**src/rtl/wdt_pkg.sv**
```systemverilog
`timescale 1ns / 1ps
// ----------------------------------------------------------------------------
// wdt_pkg
// Shared types and constants for the watchlist device tracker.
// ----------------------------------------------------------------------------
package wdt_pkg;

    localparam int DEVICE_SLOTS_DEF = 64;

    // APB: 64-bit data (filter registers are 50 bits), 8-byte register stride
    localparam int APB_AW = 6;
    localparam int APB_DW = 64;

    localparam int ADDR_W = 48;
    localparam int TIME_W = 32;
    localparam int WIN_W  = 20;
    localparam int FILT_W = 50;
    localparam int NUM_FILT = 4;

    localparam int FILT_FULL_BIT  = 48;
    localparam int FILT_VALID_BIT = 49;
    localparam int PREFIX_LSB     = 24;

    // register indexes (paddr[5:3])
    localparam logic [2:0] REG_ENABLE     = 3'd0;
    localparam logic [2:0] REG_FILT_A     = 3'd1;
    localparam logic [2:0] REG_FILT_B     = 3'd2;
    localparam logic [2:0] REG_FILT_C     = 3'd3;
    localparam logic [2:0] REG_FILT_D     = 3'd4;
    localparam logic [2:0] REG_SHORT_WIN  = 3'd5;
    localparam logic [2:0] REG_LONG_WIN   = 3'd6;
    localparam logic [2:0] REG_LONG_COOL  = 3'd7;

    localparam logic [WIN_W-1:0] SHORT_WIN_RST = 20'd3000;
    localparam logic [WIN_W-1:0] LONG_WIN_RST  = 20'd30000;
    localparam logic [WIN_W-1:0] LONG_COOL_RST = 20'd10000;

    typedef enum logic [1:0] {
        EV_NONE  = 2'd0,
        EV_NEW   = 2'd1,
        EV_SHORT = 2'd2,
        EV_LONG  = 2'd3
    } t_event;

    typedef struct packed {
        logic                             enable;
        logic [NUM_FILT-1:0][FILT_W-1:0]  filt;
        logic [WIN_W-1:0]                 short_win;
        logic [WIN_W-1:0]                 long_win;
        logic [WIN_W-1:0]                 long_cool;
    } t_wdt_cfg;

    // controller -> datapath
    typedef struct packed {
        logic load;       // latch transaction, rewind scan
        logic filt;       // latch matching filter slot
        logic clear;      // empty the device table
        logic scan;       // issue next table read
        logic chk;        // register cooldown test and gap
        logic upd;        // update known device, report
        logic app;        // append new device, report
        logic emit_none;  // report an empty event
    } t_wdt_cmd;

    // datapath -> controller
    typedef struct packed {
        logic action;
        logic enable;
        logic fmatch;
        logic hit;
        logic exhausted;
    } t_wdt_sts;

endpackage

```
**src/rtl/wdt_cfg.sv**
```systemverilog
`timescale 1ns / 1ps
// ----------------------------------------------------------------------------
// wdt_cfg
// APB register file: enable, four filter slots, window and cooldown times.
// ----------------------------------------------------------------------------
module wdt_cfg import wdt_pkg::*; (
    input  logic              i_clk,
    input  logic              i_rst_n,
    input  logic              psel,
    input  logic              penable,
    input  logic              pwrite,
    input  logic [APB_AW-1:0] paddr,
    input  logic [APB_DW-1:0] pwdata,
    output logic [APB_DW-1:0] prdata,
    output logic              pready,
    output t_wdt_cfg          o_cfg
);

    logic                             r_enable;
    logic [NUM_FILT-1:0][FILT_W-1:0]  r_filt;
    logic [WIN_W-1:0]                 r_short_win;
    logic [WIN_W-1:0]                 r_long_win;
    logic [WIN_W-1:0]                 r_long_cool;
    logic                             wr_en;
    logic [2:0]                       reg_idx;

    assign pready  = 1'b1;
    assign wr_en   = psel & penable & pwrite;
    assign reg_idx = paddr[APB_AW-1:3];

    always_ff @(posedge i_clk) begin
        if (!i_rst_n) begin
            r_enable    <= 1'b0;
            r_filt      <= '0;
            r_short_win <= SHORT_WIN_RST;
            r_long_win  <= LONG_WIN_RST;
            r_long_cool <= LONG_COOL_RST;
        end else if (wr_en) begin
            case (reg_idx)
                REG_ENABLE:    r_enable    <= pwdata[0];
                REG_FILT_A:    r_filt[0]   <= pwdata[FILT_W-1:0];
                REG_FILT_B:    r_filt[1]   <= pwdata[FILT_W-1:0];
                REG_FILT_C:    r_filt[2]   <= pwdata[FILT_W-1:0];
                REG_FILT_D:    r_filt[3]   <= pwdata[FILT_W-1:0];
                REG_SHORT_WIN: r_short_win <= pwdata[WIN_W-1:0];
                REG_LONG_WIN:  r_long_win  <= pwdata[WIN_W-1:0];
                REG_LONG_COOL: r_long_cool <= pwdata[WIN_W-1:0];
                default:       ;
            endcase
        end
    end

    always_comb begin
        prdata = '0;
        case (reg_idx)
            REG_ENABLE:    prdata = {{(APB_DW-1){1'b0}}, r_enable};
            REG_FILT_A:    prdata = {{(APB_DW-FILT_W){1'b0}}, r_filt[0]};
            REG_FILT_B:    prdata = {{(APB_DW-FILT_W){1'b0}}, r_filt[1]};
            REG_FILT_C:    prdata = {{(APB_DW-FILT_W){1'b0}}, r_filt[2]};
            REG_FILT_D:    prdata = {{(APB_DW-FILT_W){1'b0}}, r_filt[3]};
            REG_SHORT_WIN: prdata = {{(APB_DW-WIN_W){1'b0}}, r_short_win};
            REG_LONG_WIN:  prdata = {{(APB_DW-WIN_W){1'b0}}, r_long_win};
            REG_LONG_COOL: prdata = {{(APB_DW-WIN_W){1'b0}}, r_long_cool};
            default:       prdata = '0;
        endcase
    end

    assign o_cfg.enable    = r_enable;
    assign o_cfg.filt      = r_filt;
    assign o_cfg.short_win = r_short_win;
    assign o_cfg.long_win  = r_long_win;
    assign o_cfg.long_cool = r_long_cool;

endmodule

```
**config.mk**
```make
export PLATFORM = sky130hd
export DESIGN_NAME = wdt_cfg
export DESIGN_NICKNAME = d
export VERILOG_FILES = /design/src/rtl/wdt_pkg.sv /design/src/rtl/wdt_cfg.sv
export SDC_FILE = /design/constraint.sdc
export NUM_CORES = 1
export LEC_CHECK = 0
export ABC_AREA = 0
export CAP_MARGIN = 5
export CORE_ASPECT_RATIO = 1.2
export CORE_MARGIN = 10
export CORE_UTILIZATION = 41
export DETAILED_ROUTE_END_ITERATION = 10
export DONT_BUFFER_PORTS = 1
export SYNTH_ARGS = -nofsm -noshare
export SYNTH_HDL_FRONTEND = slang
export SYNTH_SLANG_ARGS = --single-unit
```
**constraint.sdc**
```tcl
create_clock -name i_clk -period 1.65 [get_ports i_clk]
set_input_delay 0.165 -clock i_clk [delete_from_list [all_inputs] [get_ports i_clk]]
set_output_delay 0.165 -clock i_clk [all_outputs]
set_load 0.005 [all_outputs]
```
* Word level (Yosys, flattened, before mapping)
Index checks and enable logic that the tools add are counted.
Operators by class: bitwise operators 2, mux-type cells 1, reduce and logical (&&, ||, !) cells 9, equality and inequality tests 7
Operators with widths (count):
- $pmux W64 S8 | 1
- $reduce_and A2 Y1 | 8
- $eq A3 B3 Y1 const B | 4
- $eq A3 B2 Y1 const B | 2
- $eq A3 B1 Y1 const B | 1
- $logic_not A3 Y1 | 1
- $and A1 B1 Y1 | 2
Word-level totals: logic and storage cells 27, flip-flop bits (word level) 261, input port bits 75

* Logic depth before layout (Yosys ltp)
depth after elaboration 3, gate-level depth with buffers 7

* Worst setup path before layout
Ideal clock, no wire load.
path kind in2out, start point input paddr[3], end point output prdata[10], data arrival time 1230 ps, stages 6, data required time 1485 ps, path buffers 2, path slack 255 ps, path through buf_4 > buf_2 > mux2_2 > a22oi_1 > a21oi_1 > a21o_1
On the way: cells in the longest elaborated chain, start to end 2
RTL lines:
- start, declared | line wdt_cfg.sv:12 | input logic [APB_AW-1:0] paddr,
- $eq A3 B3 Y1, or another cell as far along | line wdt_cfg.sv:55 | case (reg_idx)
- $pmux W64 S8 * | line wdt_cfg.sv:55
- end, declared | line wdt_cfg.sv:14 | output logic [APB_DW-1:0] prdata,
Every way passes the cells marked *; elsewhere a longest branch is shown, timed or not. The select of a mux whose other input is x is not followed.

* Worst setup path after layout
start point register r_filt, in the netlist o_cfg[217], end point output prdata[7]
On the way: cells in the longest elaborated chain, start to end 1
RTL lines:
- start, declared | line wdt_cfg.sv:20 | logic [NUM_FILT-1:0][FILT_W-1:0] r_filt;
- $pmux W64 S8 | line wdt_cfg.sv:55
No other way between the ends. The select of a mux whose other input is x is not followed.

==> impl_metrics.sql <==
INSERT INTO impl_metrics (metric_group, metric, value, unit) VALUES
('status', 'run_status', 'complete, but fails checks', ''),
('status', 'failed_checks', 'negative setup slack', ''),
('power_and_ir_drop', 'power.ir.vdd_worst', '0.000652', 'V'),
('worst_setup_path', 'setup.worst_path.class', 'flip-flop to output port', ''),
('logic_synthesis', 'synth_ff_type', 'dfxtp_1', ''),
('place', 'place_congestion', '0.796', ''),
('floorplanning', 'die_width', '175', 'um'),
('worst_setup_path', 'critPathTopFamily', 'compound AO/OA/AOI/OAI gates', ''),
('power_and_ir_drop', 'net-switching-power', '3070', 'uW'),
('power_and_ir_drop', 'swShare', '23.4', '%'),
('layout', 'fin_area', '15500', 'um^2'),
('global_route', 'number_of_antenna_violations_at_the_first_check_in_global_routing', '1', ''),
('min_path', 'worst_hold_startpoint', 'paddr[3]', ''),
('global_route', 'grt.total_usage', '24.1', '%'),
('worst_setup_path', 'worst_path_largest_cell_delay', '0.33', 'ns'),
('power_and_ir_drop', 'pwr-share-comb', '6.0', '%'),
('drt', 'antenna_violating_nets_post_route', '0', ''),
('cts', 'cts-buffers-inserted', '27', ''),
('logic_synthesis', 'synth_async_sr_flop_share', '0', '%'),
('logic_synthesis', 'flip_flop_and_latch_count_after_synthesis', '261', ''),
('worst_setup_path', 'r2r_cells', '3', ''),
('worst_setup_path', 'total_number_of_cells_along_the_worst_setup_path', '4', ''),
('sta', 'final.setup_skew', '0', 'ns'),
('sta', 'setup-violations-final', '19', ''),
('floorplanning', 'die_area', '36200', 'um^2'),
('power_and_ir_drop', 'powerDensity', '849', 'nW/um^2'),
('sta', 'timing.slew.headroom', '63.8', '%'),
('layout', 'final_layout_size_suffix_gt1_share', '16.2', '%'),
('drt', 'routed_via_density', '5.58', ''),
('sta', 'worstMarginPinSlew', '0.543', 'ns'),
('cts', 'clock-root-buffer', 'clkbuf_16', ''),
('sta', 'finalWorstSetupSlack', '-0.261', 'ns'),
('cts', 'clkSlewWorstSetupHoldPaths', '0.06', 'ns'),
('power_and_ir_drop', 'seqPwrFrac', '48.8', '%'),
('logic_synthesis', 'seq_area_frac_synth', '44.0', '%'),
('logic_synthesis', 'synth_top_cell_area_share', '44.0', '%'),
('layout', 'syn2layout_area_growth', '30.2', '%'),
('layout', 'nNetsFinal', '1663', ''),
('floorplanning', 'start_util', '41.5', '%'),
('worst_setup_path', 'critPathRequiredTime', '1.48', 'ns'),
('sta', 'finalMaxSlewViolations', '0', ''),
('logic_synthesis', 'netlist_area', '11900', 'um^2'),
('floorplanning', 'core.rowCount', '68', ''),
('drt', 'first_pass_iters', '5', ''),
('floorplanning', 'core_area', '28700', 'um^2'),
('global_route', 'grt_use_met2', '43.0', '%'),
('place', 'placement.io_buffers', '0', ''),
('cts', 'cts-root-to-sink-buffers', '3', ''),
('global_route', 'global_route.usage.met1', '25.8', '%'),
('worst_setup_path', 'critPathArrivalTime', '1.75', 'ns'),
('logic_synthesis', 'synth_area_leaders', 'dfxtp_1 (44%), nand2_1 (18%), a21boi_1 (7.8%)', ''),
('logic_synthesis', 'synth_area_leader_cell', 'dfxtp_1', ''),
('power_and_ir_drop', 'leakage', '0.00567', 'uW'),
('worst_setup_path', 'worstPathBufferInverterCount', '0', ''),
('floorplanning', 'fp.dieH', '207', 'um'),
('global_route', 'grt_pass1_vias', '11400', ''),
('drt', 'drc', '0', ''),
('sta', 'fmax', '523', 'MHz'),
('min_path', 'holdCritPathClass', 'input port to flip-flop', ''),
('sta', 'final.min_clock_period', '1.91', 'ns'),
('drt', 'routed_wl', '46200', 'um'),
('logic_synthesis', 'number_of_enable_flip_flop_cells_after_synthesis', '0', ''),
('sta', 'rsz0062_at_grt', 'true', ''),
('cts', 'htree_num_levels', '1', ''),
('global_route', 'globalRouteOverflowTotal', '0', ''),
('min_path', 'min_path_cells', '4', ''),
('global_route', 'globalRoute.busiestLayer', 'met2', ''),
('logic_synthesis', 'synthDistinctLibCells', '38', ''),
('floorplanning', 'pin_count', '401', ''),
('worst_setup_path', 'worstSetupStartpoint', 'o_cfg[217]$_SDFFE_PN0P_', ''),
('power_and_ir_drop', 'fin_total_pwr', '13100', 'uW');
placed cells by master, fill, tap and decap left out, types with 6 or more instances in the layout:
cell           netlist  layout
dfxtp_1            261     209
a21o_1               9       9
mux2_2              58      53
clkbuf_16            0      27
buf_12               0      15
dlygate4sd3_1        0     197
dfxtp_4              0       6
a21boi_0           117     117
a221oi_1            17       7
clkbuf_1            41      10
buf_4               21      21
nand2_1            558     555
a22oi_2              0      25
conb_1               2      15
nand3_1             21      21
a22oi_1             40      15
mux4_2               8       8
a21boi_1           124     124
clkbuf_8             0       7
inv_1                9       7
o21ai_1              0      23
dfxtp_2              0      46
a21oi_1             18      14
power by group through the flow:
| stage | sequential [uW] | clock (uW) | combinational [uW] |
|---|---|---|---|
| after floorplan | 6530 | 0 | 524 |
| after global placement | 6550 | 0 | 456 |
| after detailed placement | 6550 | 0 | 461 |
| after CTS | 6410 | 6020 | 765 |
| after global routing | 6410 | 6280 | 835 |
| final | 6400 | 5950 | 784 |
worst paths after layout:
check / slack [ns] / to
hold / removal: 0.11 / o_cfg[139]$_SDFFE_PN0P_
hold reg to reg: 0.49 / o_cfg[139]$_SDFFE_PN0P_
setup / recovery: -0.26 / prdata[7]
setup reg to reg: 0.31 / o_cfg[67]$_SDFFE_PN0P_
cells by family after synthesis:
kind of cell    after synthesis  share of synthesized area (%)
simple gates                605                           20.0
other cells                   2                         0.0632
mux                          70                           7.35
buf+inv                     145                           6.34
flops                       261                           44.0
compound gates              365                           22.2
state kept, by name, indices dropped and copies added, names as in the netlist:
name         count
r_long_cool     20
r_long_win      20
r_enable         1
r_short_win     20
o_cfg          200
cell type report:
cell class | instances | area, um^2
fillers | 2637 | 13200
clock buffers | 44 | 810
clock inverters | 5 | 31.3
well taps | 385 | 482
inverters | 9 | 33.8
repair buffers | 234 | 2460
flip-flops and latches | 261 | 5310
diodes | 1 | 2.50
multi-input cells | 1055 | 6350
Yosys cell counts, types with 2 or more instances:
master and instances:
buf_2 68, nor2_1 8, nor2b_1 4, dfxtp_1 261
buf_4 21, inv_1 9, o221ai_1 2, a22o_1 2
clkbuf_1 41, nand2_1 558, a22oi_1 40, conb_1 2
a221oi_1 17, a21oi_1 18, a21boi_1 124, buf_6 6
a21o_1 9, mux2_2 58, nand3_1 21, a21boi_0 117
nand2b_1 4, mux4_2 8, mux2i_1 4, o21ai_0 32
worst reg2reg max path, delay by kind of cell (launching register included):
family | cells | cell delay (ns)
simple gates | 1 | 0.08
compound gates | 1 | 0.17
flops | 1 | 0.45
buf+inv | 1 | 0.58
per-layer routing:
layer  up-vias  wire [um]
met1      5425      16900
met2       514      23100
met5         -          0
li1       5110          -
met3        84       5000
met4         0       1310
stage by stage:
| step | setup TNS [ns] | hold WS [ns] | cells | setup WS [ns] | util, % |
|---|---|---|---|---|---|
| 2_1_floorplan | 0 | 0.289 | 1461 | 0.255 | - |
| 3_3_place_gp | 0 | 0.272 | 1745 | 0.184 | 42.6 |
| 3_5_place_dp | 0 | 0.288 | 1745 | 0.177 | 42.6 |
| 4_1_cts | -2.99 | 0.0438 | 1993 | -0.256 | 53.3 |
| 5_1_grt | -3.66 | 0.0741 | 1994 | -0.292 | 54.0 |
| 6_report | -2.57 | 0.109 | 1994 | -0.261 | 54.0 |
timing repair:
action	in CTS	in global routing
pin swaps	8	12
resized for setup	74	74
endpoints found under the hold margin	261	0
hold buffers	198	0
gates cloned	0	0
buffers inserted	1	0
endpoints found under the setup margin	28	44
No activity file was read; power rests on OpenSTA's default activity.
