### config.mk
export PLATFORM = sky130hd
export DESIGN_NAME = wdt_ctrl
export DESIGN_NICKNAME = d
export VERILOG_FILES = /design/src/rtl/wdt_pkg.sv /design/src/rtl/wdt_ctrl.sv
export SDC_FILE = /design/constraint.sdc
export NUM_CORES = 1
export LEC_CHECK = 0
export BUFFER_PORTS_ARGS = -buffer_cell sky130_fd_sc_hd__buf_2
export CAP_MARGIN = 20
export CORE_AREA = 2 2 39 41
export CTS_CLUSTER_DIAMETER = 200
export DETAILED_ROUTE_END_ITERATION = 16
export DIE_AREA = 0 0 41 43
export PLACE_DENSITY = 0.41
export SETUP_SLACK_MARGIN = 0.02
export SLEW_MARGIN = 30
export SYNTH_ARGS = -nofsm -noshare
export SYNTH_HDL_FRONTEND = slang
export SYNTH_SLANG_ARGS = --single-unit
### constraint.sdc
create_clock -name i_clk -period 1.15 [get_ports i_clk]
set_input_delay 0.115 -clock i_clk [delete_from_list [all_inputs] [get_ports i_clk]]
set_output_delay 0.115 -clock i_clk [all_outputs]
set_load 0.01 [all_outputs]
### src/rtl/wdt_pkg.sv
`timescale 1ns / 1ps
// ----------------------------------------------------------------------------
// wdt_pkg
// Shared types and constants for the watchlist device tracker.
// ----------------------------------------------------------------------------
package wdt_pkg;

    localparam int DEVICE_SLOTS_DEF = 64;

    // APB: 64-bit data (filter registers are 50 bits), 8-byte register stride
    localparam int APB_AW = 6;
    localparam int APB_DW = 64;

    localparam int ADDR_W = 48;
    localparam int TIME_W = 32;
    localparam int WIN_W  = 20;
    localparam int FILT_W = 50;
    localparam int NUM_FILT = 4;

    localparam int FILT_FULL_BIT  = 48;
    localparam int FILT_VALID_BIT = 49;
    localparam int PREFIX_LSB     = 24;

    // register indexes (paddr[5:3])
    localparam logic [2:0] REG_ENABLE     = 3'd0;
    localparam logic [2:0] REG_FILT_A     = 3'd1;
    localparam logic [2:0] REG_FILT_B     = 3'd2;
    localparam logic [2:0] REG_FILT_C     = 3'd3;
    localparam logic [2:0] REG_FILT_D     = 3'd4;
    localparam logic [2:0] REG_SHORT_WIN  = 3'd5;
    localparam logic [2:0] REG_LONG_WIN   = 3'd6;
    localparam logic [2:0] REG_LONG_COOL  = 3'd7;

    localparam logic [WIN_W-1:0] SHORT_WIN_RST = 20'd3000;
    localparam logic [WIN_W-1:0] LONG_WIN_RST  = 20'd30000;
    localparam logic [WIN_W-1:0] LONG_COOL_RST = 20'd10000;

    typedef enum logic [1:0] {
        EV_NONE  = 2'd0,
        EV_NEW   = 2'd1,
        EV_SHORT = 2'd2,
        EV_LONG  = 2'd3
    } t_event;

    typedef struct packed {
        logic                             enable;
        logic [NUM_FILT-1:0][FILT_W-1:0]  filt;
        logic [WIN_W-1:0]                 short_win;
        logic [WIN_W-1:0]                 long_win;
        logic [WIN_W-1:0]                 long_cool;
    } t_wdt_cfg;

    // controller -> datapath
    typedef struct packed {
        logic load;       // latch transaction, rewind scan
        logic filt;       // latch matching filter slot
        logic clear;      // empty the device table
        logic scan;       // issue next table read
        logic chk;        // register cooldown test and gap
        logic upd;        // update known device, report
        logic app;        // append new device, report
        logic emit_none;  // report an empty event
    } t_wdt_cmd;

    // datapath -> controller
    typedef struct packed {
        logic action;
        logic enable;
        logic fmatch;
        logic hit;
        logic exhausted;
    } t_wdt_sts;

endpackage

### src/rtl/wdt_ctrl.sv
`timescale 1ns / 1ps
// ----------------------------------------------------------------------------
// wdt_ctrl
// Sequencer: filter check or table clear, table scan, known-device update or append.
// ----------------------------------------------------------------------------
module wdt_ctrl import wdt_pkg::*; (
    input  logic     i_clk,
    input  logic     i_rst_n,
    input  logic     i_start,
    input  t_wdt_sts i_sts,
    output t_wdt_cmd o_cmd,
    output logic     o_busy
);

    typedef enum logic [2:0] {
        S_IDLE,
        S_FILT,
        S_SCAN,
        S_CHK,
        S_UPD,
        S_APP
    } t_state;

    t_state r_state;
    t_state n_state;
    logic   r_busy;

    always_comb begin
        o_cmd   = '0;
        n_state = r_state;
        case (r_state)
            S_IDLE: begin
                if (i_start) begin
                    o_cmd.load = 1'b1;
                    n_state    = S_FILT;
                end
            end
            S_FILT: begin
                if (i_sts.action) begin
                    o_cmd.clear     = 1'b1;
                    o_cmd.emit_none = 1'b1;
                    n_state         = S_IDLE;
                end else if (!i_sts.enable || !i_sts.fmatch) begin
                    o_cmd.emit_none = 1'b1;
                    n_state         = S_IDLE;
                end else begin
                    o_cmd.filt = 1'b1;
                    n_state    = S_SCAN;
                end
            end
            S_SCAN: begin
                if (i_sts.hit) begin
                    n_state = S_CHK;
                end else if (i_sts.exhausted) begin
                    n_state = S_APP;
                end else begin
                    o_cmd.scan = 1'b1;
                end
            end
            S_CHK: begin
                o_cmd.chk = 1'b1;
                n_state   = S_UPD;
            end
            S_UPD: begin
                o_cmd.upd = 1'b1;
                n_state   = S_IDLE;
            end
            S_APP: begin
                o_cmd.app = 1'b1;
                n_state   = S_IDLE;
            end
            default: n_state = S_IDLE;
        endcase
    end

    always_ff @(posedge i_clk) begin
        if (!i_rst_n) begin
            r_state <= S_IDLE;
            r_busy  <= 1'b0;
        end else begin
            r_state <= n_state;
            r_busy  <= (n_state != S_IDLE);
        end
    end

    assign o_busy = r_busy;

endmodule
* Word-level counts from Yosys, hierarchy flattened
Cells that the tools add are included.
Cells by class: equality and inequality tests 5, multiplexer cells 21, reductions and logical operators 5
Operators with widths (number):
- $mux 1 | 14
- $mux 3 | 4
- $pmux 3 s4 | 1
- $eq 3x2->1 const B | 2
- $eq 3x3->1 const B | 2
- $mux 2 | 2
- $eq 3x1->1 const B | 1
- $logic_not 3->1 | 1
- $reduce_bool 3->1 | 1
- $logic_not 1->1 | 2
- $logic_or 1x1->1 | 1
Storage, ports and cells: register bits after elaboration 4, input port bits 8, output and inout port bits 9, word-level logic and storage cells 33

* Logic depth before layout (Yosys ltp)
Gate-level depths: netlist of the first run.
depth in word-level cells 6, gate-level depth with buffers 4, mapped depth without buffers 3

* Worst setup path after synthesis of the first run
No wires, ideal clock.
path type register -> register, from register r_state[0], to register r_busy, in the netlist o_busy, setup time 58 ps, data arrival time 1250 ps, required time 1092 ps, slack -158 ps, cell stages (with the launch flop) 5, path buffers 1, period minus slack after synthesis 1308 ps, cell sequence dfxtp_1 > buf_4 > or3b_1 > nor3_2 > o21a_1
On the way: word-level cells in the longest chain between the ends 4, elaborated cells on any way between the ends 9, classes of those cells eq/ne (3); mux (4); reduce/logical (2)
Ends and longest elaborated chain:
- start: declaration | line wdt_ctrl.sv:24 | t_state r_state;
- start signal: assignment | line wdt_ctrl.sv:81 | r_state <= n_state;
- $mux 3 | line wdt_ctrl.sv:54 | end else if (i_sts.exhausted) begin
- $mux 3 | line wdt_ctrl.sv:52 | if (i_sts.hit) begin
- $pmux 3 s4 * | line wdt_ctrl.sv:31 | case (r_state)
- $reduce_bool 3->1 * | line wdt_ctrl.sv:82 | r_busy <= (n_state != S_IDLE);
- end signal: assignment | line wdt_ctrl.sv:82
- end: declaration | line wdt_ctrl.sv:26 | logic r_busy;
Mark *: on every way between the ends. The rest lies on a longest branch, timed or not. A chain may end at the register's enable or synchronous reset.

==> results of run 1 <==
-- flip-flops by register name, summed over array words and instances (netlist names) --
register	count
o_busy	1
r_state	3
-- report_power, final --
part           switching, uW  total, uW  internal, uW
registers               1.64        147           145
logic                   42.8       81.6          38.8
clock network           59.5        176           117
-- per-stage QoR --
stage / cells / utilization / power (uW)
after floorplan: 32 / - / 190
after global placement: 65 / 0.262 / 221
after detailed placement: 65 / 0.262 / 219
after CTS: 69 / 0.307 / 408
after global routing: 69 / 0.329 / 434
final: 69 / 0.329 / 405
-- final cells by class --
| class | count | area (um2) |
|---|---|---|
| sequential | 4 | 83.8 |
| multi-input combinational | 23 | 193 |
| timing repair buffer | 20 | 120 |
| inverter | 3 | 16.3 |
| fill | 148 | 928 |
| clock buffer | 3 | 22.5 |
| tap | 16 | 20.0 |
-- cell families after synthesis --
logic type      synth area share
flops                      0.322
buf+inv                    0.121
simple gates               0.387
compound gates             0.171
-- cells in the final DEF (no fill, tap or decap), types with 2 or more instances in the layout --
master / instances
nand2b_4: 2
nor2_1: 4
buf_2: 15
inv_4: 2
buf_6: 2
buf_4: 3
o21a_1: 2
nor3_2: 2
and3_1: 2
clkbuf_4: 3
dfxtp_2: 3
a21oi_1: 2
-- worst min path at each step --
stage | startpoint | endpoint | slack (ns) | depth (start not counted)
finish | i_rst_n | r_state[1] | 0.13 | 2
global placement | i_rst_n | r_state[1] | 0.39 | 2
floorplan | i_rst_n | o_busy | 0.23 | 1
detailed placement | i_rst_n | r_state[1] | 0.38 | 2
global route | i_rst_n | o_busy | 0.15 | 2
CTS | i_rst_n | r_state[1] | 0.13 | 2
-- repair_timing --
| item | 4_1_cts | 5_1_grt |
|---|---|---|
| pin swaps | 1 | 0 |
| endpoints found under the hold margin | 0 | 0 |
| setup buffers | 1 | 0 |
| gates resized for setup | 7 | 8 |
| endpoints found under the setup margin | 8 | 10 |
-- per-layer routing --
metal | wire length, um | vias up | track usage
met4 | 18 | 0 | 0.100
met3 | 66 | 2 | 0.0524
li1 | - | 156 | -
met2 | 274 | 14 | 0.106
met1 | 250 | 130 | 0.113
met5 | 0 | - | 0
==> flow_metrics.py, run 1 <==
metrics = {
    "timing": {
        "setup_tns_ns": -0.791,
        "period_minus_slack_ns": 1.40,
        "skew_ns": 0.00117,
        "max_freq_mhz": 714,
        "finalHoldWorstSlack_ns": 0.135,
        "worst_slew_pin_slew_ns": 0.177,
        "hold_violations": 0,
        "maxSlewViolCount": 0,
        "setup_viol": 7,
        "grt_setup_unrepaired": "true",
        "timing.slew.headroom": 0.881,
        "setup_ws_ns": -0.252,
        "finalCritPeriodShare": 1.22,
    },
    "detailed_routing": {
        "wl_per_cell_um": 8.84,
        "drt_iter0_drc": 1,
        "ant_nets": 0,
        "vias_per_cell": 4.38,
        "vias": 302,
        "wirelength_um": 610,
        "dr.pass1.iters": 2,
        "drc_errors": 0,
    },
    "critical_path": {
        "r2r_start": "r_state[2]",
        "required_ns": 1.03,
        "crit_buf_inv": 1,
        "cp-endpoint": "o_cmd[6]",
        "crit_chain": "or3b_4 -> nor3_4 -> buf_2",
        "setup.worst_path.start": "r_state[2]",
        "crit_cells": 3,
        "regToRegSetupSlack_ns": -0.03,
        "cpPeakStageDelay_ns": 0.42,
        "cpLargestDelayFamily": "simple AND/OR/NAND/NOR gates",
        "path_class": "register to primary output",
        "cp-start-kind": "register",
        "cp.arrival_ns": 1.29,
        "path_max_fanout": 3,
        "r2r-end": "r_state[1]",
        "reg2regPathDepth": 4,
        "slowest_stage": "or3b_4",
        "endpoint_kind": "primary output",
    },
    "logic_synthesis": {
        "synth_edf_count": 0,
        "syn_area_um2": 249,
        "yosysTopAreaCell": "dfxtp_1",
        "synth.avg_cell_area_um2": 7.78,
        "synth_area_leaders": "dfxtp_1, and3_1, nor3_1",
        "yosys_warnings": 0,
        "ys.flop_type": "dfxtp_1",
        "synth_top_area_frac": 0.322,
        "synth_common_cells": "dfxtp_1, nor2_1, and3_1, inv_1, nor3_1",
        "syn_inst": 32,
        "ys_ff_latch": 4,
        "yosysSeqAreaShare": 0.322,
        "ys_async_sr_fraction": 0,
        "synth.distinct_cells": 17,
        "syn_nets": 40,
    },
    "placement": {
        "numPortBuffers": 16,
        "place_ws_ns": -0.0492,
        "place_congestion": 0.637,
        "dpl-instance-area_um2": 363,
        "place_hpwl_um": 496,
    },
    "pwr": {
        "p_per_area_nw_per_um2": 889,
        "peakVddDrop_mv": 0.351,
        "leakage_uw": 0.000226,
    },
    "clock_tree": {
        "htreeDepth": 1,
        "cts_tree": "built",
        "cts.sinks": 4,
        "ctsLongestPathBuffers": 2,
        "cts_root_buffer": "clkbuf_4",
        "cts.clk_slew.worst_paths_ns": 0.04,
        "worstSkewPairLatency_ns": 0.24,
        "hold_buffers": 0,
        "cts_buffers": 3,
    },
    "min_path": {
        "hp-class": "input pin to register",
    },
    "job": {
        "cap_violations": 0,
    },
    "grt": {
        "antenna_found_initial": 0,
        "grt_max_degree": 9,
        "grt_pass1_vias": 262,
        "grt_pass1_wl_mm": 1.04,
        "gr-total-overflow": 0,
        "grtUsageTotal": 0.0945,
    },
    "die": {
        "initial_core_util": 0.180,
        "dieArea_um2": 1760,
        "die_w_um": 41,
        "row_count": 14,
        "core_um2": 1380,
        "die_h_um": 43,
        "io_pins": 17,
    },
    "cells_and_area": {
        "fin_area_um2": 455,
        "drive_gt1_frac": 0.679,
        "syn_to_final_growth_pct": 82.9,
        "n_antenna_cell": 0,
        "final_nets": 63,
    },
    "status": {
        "run_status": "finished with violations",
        "violations": "negative setup slack",
    },
}
Note: power is estimated with default switching activity, not from simulation.
==> run 2, diff against run 1 <==
- CTS_BUF_LIST: not set -> sky130_fd_sc_hd__clkbuf_8
==> run 2 against run 1 <==
Net effect: largest cell class unchanged; count of clock-buffer cells in the layout did not move; register-to-register slack barely moved; largest power group unchanged; total power rose by 30%; first-iteration DRC count did not move; the flow still finishes with violations (negative setup slack); core utilization rose by 1.4 points; hold slack improved by 0.020 ns; critical endpoint unchanged; combinational power barely moved; clock power rose by 68%.
==> flow_metrics.py, run 2 (synthesis results as in run 1) <==
metrics = {
    "critical_path": {
        "path_class": "register to primary output",
        "cpPeakStageDelay_ns": 0.42,
        "slowest_stage": "or3b_4",
        "cp.arrival_ns": 1.26,
        "crit_chain": "or3b_4 -> nor3_4 -> buf_2",
        "reg2regPathDepth": 4,
        "cp-start-kind": "register",
        "r2r_start": "r_state[2]",
        "path_max_fanout": 3,
        "setup.worst_path.start": "r_state[2]",
        "required_ns": 1.03,
        "endpoint_kind": "primary output",
    },
    "die": {
        "die_h_um": 43,
        "dieArea_um2": 1760,
        "row_count": 14,
        "initial_core_util": 0.180,
        "io_pins": 17,
        "die_w_um": 41,
        "core_um2": 1380,
    },
    "cells_and_area": {
        "layout.cells.non_filler": 69,
        "final_core_util": 0.343,
        "regMostFlops": "r_state",
        "final_cell_mix": "buf_2, nor2_1, clkbuf_8, buf_4, dfxtp_2",
        "n_antenna_cell": 0,
        "largest_reg_flops": 3,
        "final_common_cell": "buf_2",
        "syn_to_final_growth_pct": 90.5,
        "drive_gt1_frac": 0.679,
        "final_nets": 63,
        "fill_cells": 144,
    },
    "status": {
        "run_status": "finished with violations",
        "violations": "negative setup slack",
    },
    "grt": {
        "grt_pass1_wl_mm": 1.05,
        "grt_max_degree": 9,
        "antenna_found_initial": 0,
        "grtUsageTotal": 0.0955,
        "gr-total-overflow": 0,
        "grt_pass1_vias": 265,
    },
    "timing": {
        "setup_viol": 7,
        "hold_violations": 0,
        "maxSlewViolCount": 0,
        "grt_setup_unrepaired": "true",
        "setup_tns_ns": -0.663,
        "finalCritPeriodShare": 1.20,
        "max_freq_mhz": 726,
        "timing.slew.headroom": 0.881,
        "period_minus_slack_ns": 1.38,
        "setup_ws_ns": -0.228,
        "skew_ns": 0.00165,
        "worst_slew_pin_slew_ns": 0.177,
        "finalHoldWorstSlack_ns": 0.155,
    },
    "pwr": {
        "p_per_area_nw_per_um2": 1110,
        "leakage_uw": 0.000234,
        "sw_frac_of_total": 0.224,
        "combPwrFrac": 0.155,
        "p_switching_uw": 118,
        "intPower_uw": 408,
        "peakVddDrop_mv": 0.527,
        "seqPwrFrac": 0.281,
        "power_frac_clock": 0.564,
    },
    "detailed_routing": {
        "dr.pass1.iters": 2,
        "wl_per_cell_um": 8.99,
        "ant_nets": 0,
        "vias": 300,
        "vias_per_cell": 4.35,
        "drc_errors": 0,
        "drt_iter0_drc": 1,
        "wirelength_um": 620,
    },
    "clock_tree": {
        "cts_tree": "built",
        "cts.sinks": 4,
        "ctsLongestPathBuffers": 2,
        "htreeDepth": 1,
        "hold_buffers": 0,
        "cts_buffers": 3,
        "worstSkewPairLatency_ns": 0.22,
        "cts.clk_slew.worst_paths_ns": 0.03,
        "cts_root_buffer": "clkbuf_8",
    },
    "placement": {
        "numPortBuffers": 16,
        "place_hpwl_um": 496,
        "place_congestion": 0.637,
        "placedCellCount": 65,
    },
    "min_path": {
        "hp-class": "input pin to register",
        "whs_path_depth": 2,
        "hold_start": "i_rst_n",
    },
    "job": {
        "cap_violations": 0,
    },
}
## run 2: cell count changes in the layout (fill, tap and decap cells not counted)
cell	delta
clkbuf_4	-3
clkbuf_8	+3
## run 2: path summary, 6_finish.rpt
check               end  slack (ns)
min          r_state[1]        0.16
min reg2reg  r_state[2]        0.60
max reg2reg  r_state[1]       -0.02
max            o_cmd[6]       -0.23
## run 2: area by class of cell
type	instances	area (um2)	share of cell area
Inverter	3	16.3	0.0343
Timing Repair Buffer	20	120	0.253
Multi-Input combinational cell	23	193	0.406
Clock buffer	3	41.3	0.0871
Tap cell	16	20.0	0.0422
Sequential cell	4	83.8	0.177
## run 2: routing by layer
metal	up-vias	wire length, um	global-route usage
met5	-	0	0
met4	0	18	0.100
met3	2	66	0.0524
met2	14	279	0.106
met1	129	256	0.116
li1	155	-	-
## run 2: what timing repair did
item,CTS,global route
pin swaps,1,0
buffers inserted,1,0
setup endpoints to repair,6,10
resized for setup,4,11
hold endpoints to repair,0,0
## run 2: through the flow
stage                     total power, uW  instance area (um2)  setup slack, ns
after global placement                221                  363          -0.0443
after detailed placement              219                  363          -0.0492
after floorplan                       190                  263          -0.0875
final                                 525                  474           -0.228
after CTS                             525                  438           -0.228
after global routing                  553                  474           -0.279
## run 2: power groups by stage
| stage | clock, uW | sequential [uW] | combinational (uW) |
|---|---|---|---|
| floorplan | 0 | 151 | 39.7 |
| global placement | 0 | 149 | 71.5 |
| detailed placement | 0 | 149 | 70.2 |
| CTS | 300 | 147 | 78.0 |
| global route | 314 | 148 | 91.0 |
| finish | 296 | 147 | 81.6 |
## run 2: critical path, delay by kind of cell, from the launching register on
family / cells / cell delay, ns
AND/OR/NAND/NOR: 2 / 0.59
buffers and inverters: 1 / 0.15
flip-flops: 1 / 0.30
